### src/sv/rapm_pkg.sv
`timescale 1ns / 1ps

package rapm_pkg;

   // Field widths
   localparam int POS_W = 13;   // range bounds and array length
   localparam int AMT_W = 30;   // add amount
   localparam int SUM_W = 64;   // store entries and running sums
   localparam int MAX_W = 63;   // reported maximum
   localparam int CNT_W = 16;   // ignored-query count

   localparam logic [POS_W-1:0] LEN_RESET = 13'd4096;
   localparam logic [CNT_W-1:0] CNT_MAX   = 16'hFFFF;

   // Controller to datapath
   typedef struct packed {
      logic query_load;   // latch the query beat, issue read of start entry
      logic upd_a;        // write start entry, issue read of end entry
      logic upd_b;        // write end entry
      logic sweep_start;  // begin a read-and-zero pass over the store
      logic scan_acc;     // accumulate running sum and maximum during the pass
      logic result_load;  // load output registers, clear the tally
   } dp_cmd_type;

   // Datapath to controller
   typedef struct packed {
      logic query_final;  // latched query ends the job
      logic sweep_done;   // last store entry handled this cycle
   } dp_stat_type;

endpackage

### src/sv/rapm_ctrl.sv
`timescale 1ns / 1ps

module rapm_ctrl (
   input  logic                  clock,
   input  logic                  reset,
   input  logic                  req_valid,
   output logic                  req_ready,
   output logic                  rsp_valid,
   input  logic                  rsp_ready,
   input  rapm_pkg::dp_stat_type stat,
   output rapm_pkg::dp_cmd_type  cmd
);

   localparam logic [2:0] S_CLR_GO   = 3'd0;
   localparam logic [2:0] S_CLR_WAIT = 3'd1;
   localparam logic [2:0] S_IDLE     = 3'd2;
   localparam logic [2:0] S_UPD_A    = 3'd3;
   localparam logic [2:0] S_UPD_B    = 3'd4;
   localparam logic [2:0] S_SCAN     = 3'd5;
   localparam logic [2:0] S_RESULT   = 3'd6;

   logic [2:0] state_ff, state_in;
   logic       rsp_valid_ff, rsp_valid_in;

   always_comb begin
      state_in = state_ff;
      cmd      = '0;
      unique case (state_ff)
         S_CLR_GO: begin
            cmd.sweep_start = 1'b1;
            state_in        = S_CLR_WAIT;
         end
         S_CLR_WAIT: begin
            if (stat.sweep_done) begin
               state_in = S_IDLE;
            end
         end
         S_IDLE: begin
            if (req_valid) begin
               cmd.query_load = 1'b1;
               state_in       = S_UPD_A;
            end
         end
         S_UPD_A: begin
            cmd.upd_a = 1'b1;
            state_in  = S_UPD_B;
         end
         S_UPD_B: begin
            cmd.upd_b = 1'b1;
            if (stat.query_final) begin
               cmd.sweep_start = 1'b1;
               state_in        = S_SCAN;
            end else begin
               state_in = S_IDLE;
            end
         end
         S_SCAN: begin
            cmd.scan_acc = 1'b1;
            if (stat.sweep_done) begin
               state_in = S_RESULT;
            end
         end
         S_RESULT: begin
            // wait for the output register to drain
            if (!rsp_valid_ff || rsp_ready) begin
               cmd.result_load = 1'b1;
               state_in        = S_IDLE;
            end
         end
         default: begin
            state_in = S_CLR_GO;
         end
      endcase
   end

   always_comb begin
      if (cmd.result_load) begin
         rsp_valid_in = 1'b1;
      end else if (rsp_ready) begin
         rsp_valid_in = 1'b0;
      end else begin
         rsp_valid_in = rsp_valid_ff;
      end
   end

   always_ff @(posedge clock) begin
      if (reset) begin
         state_ff     <= S_CLR_GO;
         rsp_valid_ff <= 1'b0;
      end else begin
         state_ff     <= state_in;
         rsp_valid_ff <= rsp_valid_in;
      end
   end

   assign req_ready = (state_ff == S_IDLE);
   assign rsp_valid = rsp_valid_ff;

endmodule

### config.mk
export PLATFORM = sky130hd
export DESIGN_NAME = rapm_ctrl
export DESIGN_NICKNAME = d
export VERILOG_FILES = /design/src/sv/rapm_pkg.sv /design/src/sv/rapm_ctrl.sv
export SDC_FILE = /design/constraint.sdc
export NUM_CORES = 1
export LEC_CHECK = 0
export ABC_AREA = 0
export BUFFER_PORTS_ARGS = -buffer_cell sky130_fd_sc_hd__buf_2
export CORE_AREA = 2 2 39 41
export DETAILED_ROUTE_END_ITERATION = 12
export DIE_AREA = 0 0 41 43
export SLEW_MARGIN = 20
export SYNTH_ARGS = -nofsm -noshare
export SYNTH_HDL_FRONTEND = slang
export SYNTH_SLANG_ARGS = --single-unit
### constraint.sdc
create_clock -name clock -period 1.67 [get_ports clock]
set_input_delay 0.0835 -clock clock [delete_from_list [all_inputs] [get_ports clock]]
set_output_delay 0.0835 -clock clock [all_outputs]
set_load 0.03 [all_outputs]
After elaboration in Yosys (flattened, before gate mapping)
Cells that the tools add are included.
{"block": "word_totals", "register_bits": 4, "wordCells": 34, "output_inout_bits": 8}
{"block": "classes", "n_eq_ne": 10, "reduce_logical": 5, "mux": 17}
{"op": "3-bit case mux with 7 select lines", "n": 1}
{"op": "3-bit two-way mux", "n": 5}
{"op": "1-bit two-way mux", "n": 10}
{"op": "3-bit equality test (second input constant)", "n": 3}
{"op": "2-bit != test (second input constant)", "n": 4}
{"op": "3-bit by 2-bit equality test with 1-bit output (second input constant)", "n": 2}
{"op": "4-bit AND reduction", "n": 1}
{"op": "3-bit by 1-bit equality test with 1-bit output (second input constant)", "n": 1}
{"op": "3-bit zero test", "n": 1}
{"op": "1-bit case mux with 2 select lines", "n": 1}
{"op": "2-bit nonzero test", "n": 1}
{"op": "1-bit zero test", "n": 1}
{"op": "1-bit logical OR", "n": 1}

Depth between registers and ports, before layout
{"block": "logic_depth", "word_depth": 5, "ltp_mapped": 4, "depth_no_buf": 3}

Worst setup path before layout
OpenSTA, ideal clock, no wires.
{"block": "synth_path", "path_kind": "reg2out", "startpoint": "reg state_ff[1]", "endpoint": "out cmd[5] (netlist name)", "path_stages_with_launch": 5, "t_required_ns": 1.586, "arrival_ns": 1.479, "path_slack_ns": 0.108, "cell_sequence": "dfxtp_1 buf_6 or2b_1 nor2_1 and2_1"}
{"element": "from (decl)", "line": "rapm_ctrl.sv:22", "text": "logic [2:0] state_ff, state_in;"}
{"element": "from (signal assigned)", "line": "rapm_ctrl.sv:91", "text": "state_ff <= state_in;"}
{"element": "to (decl)", "line": "rapm_ctrl.sv:11", "text": "output rapm_pkg::dp_cmd_type cmd"}

==> run metrics <==
status=complete, no violations; post-synthesis sequential area ratio=26.4%; TritonCTS Sinks=4; later-pin clock latency in the skew report=0.23 ns; Setup Fix Bufs, Post-CTS=0; PortBufs=13; Setup violations, final=0; fmax=664 MHz; Num CTS Buffers=3; Crit path arrival time=1.42 ns; worst path cell trace=or2b_1 > nor2_1 > and2_1 > buf_2; DR WL/cell=9.68 µm; top-area cell type share of the netlist area=26.4%; grt total ovfl=0; maximum vdd ir drop=0.000407 V; TNS Setup=0 ns; cells after synthesis=34; worst-margin pin slew=0.323 ns; P per Cell Area=1770 nW/µm²; die span in y=43 µm; combinational share of power=52.9%; Rows=14; share of cells above drive strength 1=42.6%; die area=1760 µm²; internal cell power=0.366 mW; setup repair after global routing missed its margin=no; Max Clock Skew=0.00124 ns; clock root cell=clkbuf_4; Distinct cells, synth=23; Via Count=280; Initial Util=21.9%; critical path launch point type=flip-flop; worst-case clock buffer depth=2; Post-Synthesis Cell Area=303 µm²; synthesized flop and latch total=4; Fin. Hold Viols=0; antenna cells=0; Worst slew margin=78.5%; Place WS=0.341 ns; HP Class=in2reg; Slew Limit Fails=0; r2r worst-path depth=3; Worst path slowest cell=dfxtp_1; EDFF count, synth=0; WS Path Type=reg2out; Via-to-Cell Ratio=4.44; most common cell in the netlist=dfxtp_1; CORE AREA=1380 µm²; largest net degree at the start of global routing=13; number of H-tree levels=1; Final nets=55; Net Sw Power=0.316 mW; part of the cycle the worst path needs=90.2%; Synth area leaders=dfxtp_1 (26%), a211oi_1 (7.4%), o221a_4 (6.6%); Commonest cells post-synth=dfxtp_1 (4), a211oi_1 (3), and2_1 (3), nand2b_1 (3); WP data required=1.59 ns; Post-synth ARST share=0%; drt total wl=610 µm; Clk pwr share=17.6%; Area Overhead vs Synth=27.7%; initial antenna violation count=0; Post-Syn Area per Cell=8.91 µm²; hold_buf cts=0; ys flop type=dfxtp_1; post-route worst setup slack=0.163 ns; drt drc=0; Flop pwr share=29.5%; Antenna Nets Post-Route=0; Worst-path clk slew=0.04 ns; slowest stage delay, CP=0.46 ns; area leader, netlist=dfxtp_1; Tmin final=1.51 ns; Hold Crit Depth=2; I/O Pins=14; first-pass GRT wire length=938 µm; die width=41 µm; Finished Layout Cells=63; Worst setup EP type=output pin; Synthesized Nets=40; Placed Cells=60; aggregate global-route resource usage=7.82%; Critical Path Fanout Max=10; max cap viols=0; # resized after CTS=0; Synth warnings=0; Net Sw Frac=46.3%; number of global-route vias before repair=243; GPL Wtd Cong=0.716; Lkg Pwr=0.174 nW; Pre-antenna DRT Iters=4; DRC violation total after the first TritonRoute iteration=5; post-DP HPWL=469 µm; CTS tree=built
## stage by stage
step	utilization [%]	total power, mW	cell area (µm²)	hold WS, ns
after floorplan	-	0.504	303	0.151
after global placement	26.3	0.560	364	0.320
after detailed placement	26.3	0.565	364	0.326
after CTS	27.9	0.692	387	0.0751
after global routing	27.9	0.737	387	0.0833
final	27.9	0.683	387	0.0812
## power groups by stage
stage,clock (mW),sequential (mW),combinational (mW)
after detailed placement,0,0.200,0.365
after global placement,0,0.200,0.360
after CTS,0.126,0.200,0.366
after global routing,0.137,0.212,0.387
final,0.120,0.201,0.361
after floorplan,0,0.157,0.347
## state kept, by name (all words and copies together) (netlist names)
register,flops
rsp_valid,1
state_ff,3
## final timing paths
path | start | to | slack [ns]
min | reset | state_ff[2] | 0.08
max reg2reg | state_ff[0] | state_ff[2] | 0.33
min reg2reg | rsp_valid | rsp_valid | 0.55
max | state_ff[1] | cmd[5] | 0.16
## metal layers
| layer | up-vias | part of all wire [%] | GRT usage, % |
|---|---|---|---|
| li1 | 146 | - | - |
| met1 | 124 | 53 | 11.5 |
| met5 | - | 0 | 0 |
| met2 | 10 | 43 | 9.38 |
| met4 | 0 | 0 | 6.00 |
| met3 | 0 | 3.6 | 1.57 |
## kinds of logic after synthesis
family | Yosys count | synth area share, %
buffers and inverters | 4 | 9.09
AOI/OAI and AO/OA | 9 | 26.9
DFF | 4 | 26.4
and+or+nand+nor | 17 | 37.6
## layout make-up
cell class | instances | area [µm²]
clock buffer | 3 | 22.5
fill | 152 | 997
inverter | 1 | 3.75
multi-input combinational | 26 | 195
sequential | 4 | 80.1
tap | 16 | 20.0
timing repair buffer | 13 | 65.1
## cells in the final DEF, fill, tap and decap left out, drive strengths merged
| master | netlist | routed |
|---|---|---|
| o221a | 1 | 1 |
| nand2b | 3 | 3 |
| buf | 3 | 13 |
| nand2 | 1 | 1 |
| nor2 | 1 | 1 |
| a211oi | 3 | 3 |
| a311oi | 1 | 1 |
| dfxtp | 4 | 4 |
| nor2b | 2 | 2 |
| clkbuf | 0 | 3 |
| or2 | 1 | 1 |
| nor3b | 1 | 1 |
| a21oi | 2 | 2 |
| nand3b | 1 | 1 |
| or2b | 1 | 1 |
| and2b | 1 | 1 |
| o21ai | 1 | 1 |
| o2bb2ai | 1 | 1 |
| inv | 1 | 1 |
| and2 | 3 | 3 |
| or3b | 2 | 2 |
## worst max-delay path, delay by kind of cell (launching register included)
kind                   cells  cell delay [ns]
DFF                        1             0.46
and+or+nand+nor            3             0.54
buffers and inverters      1             0.18
(Power assumes the default switching activity.)
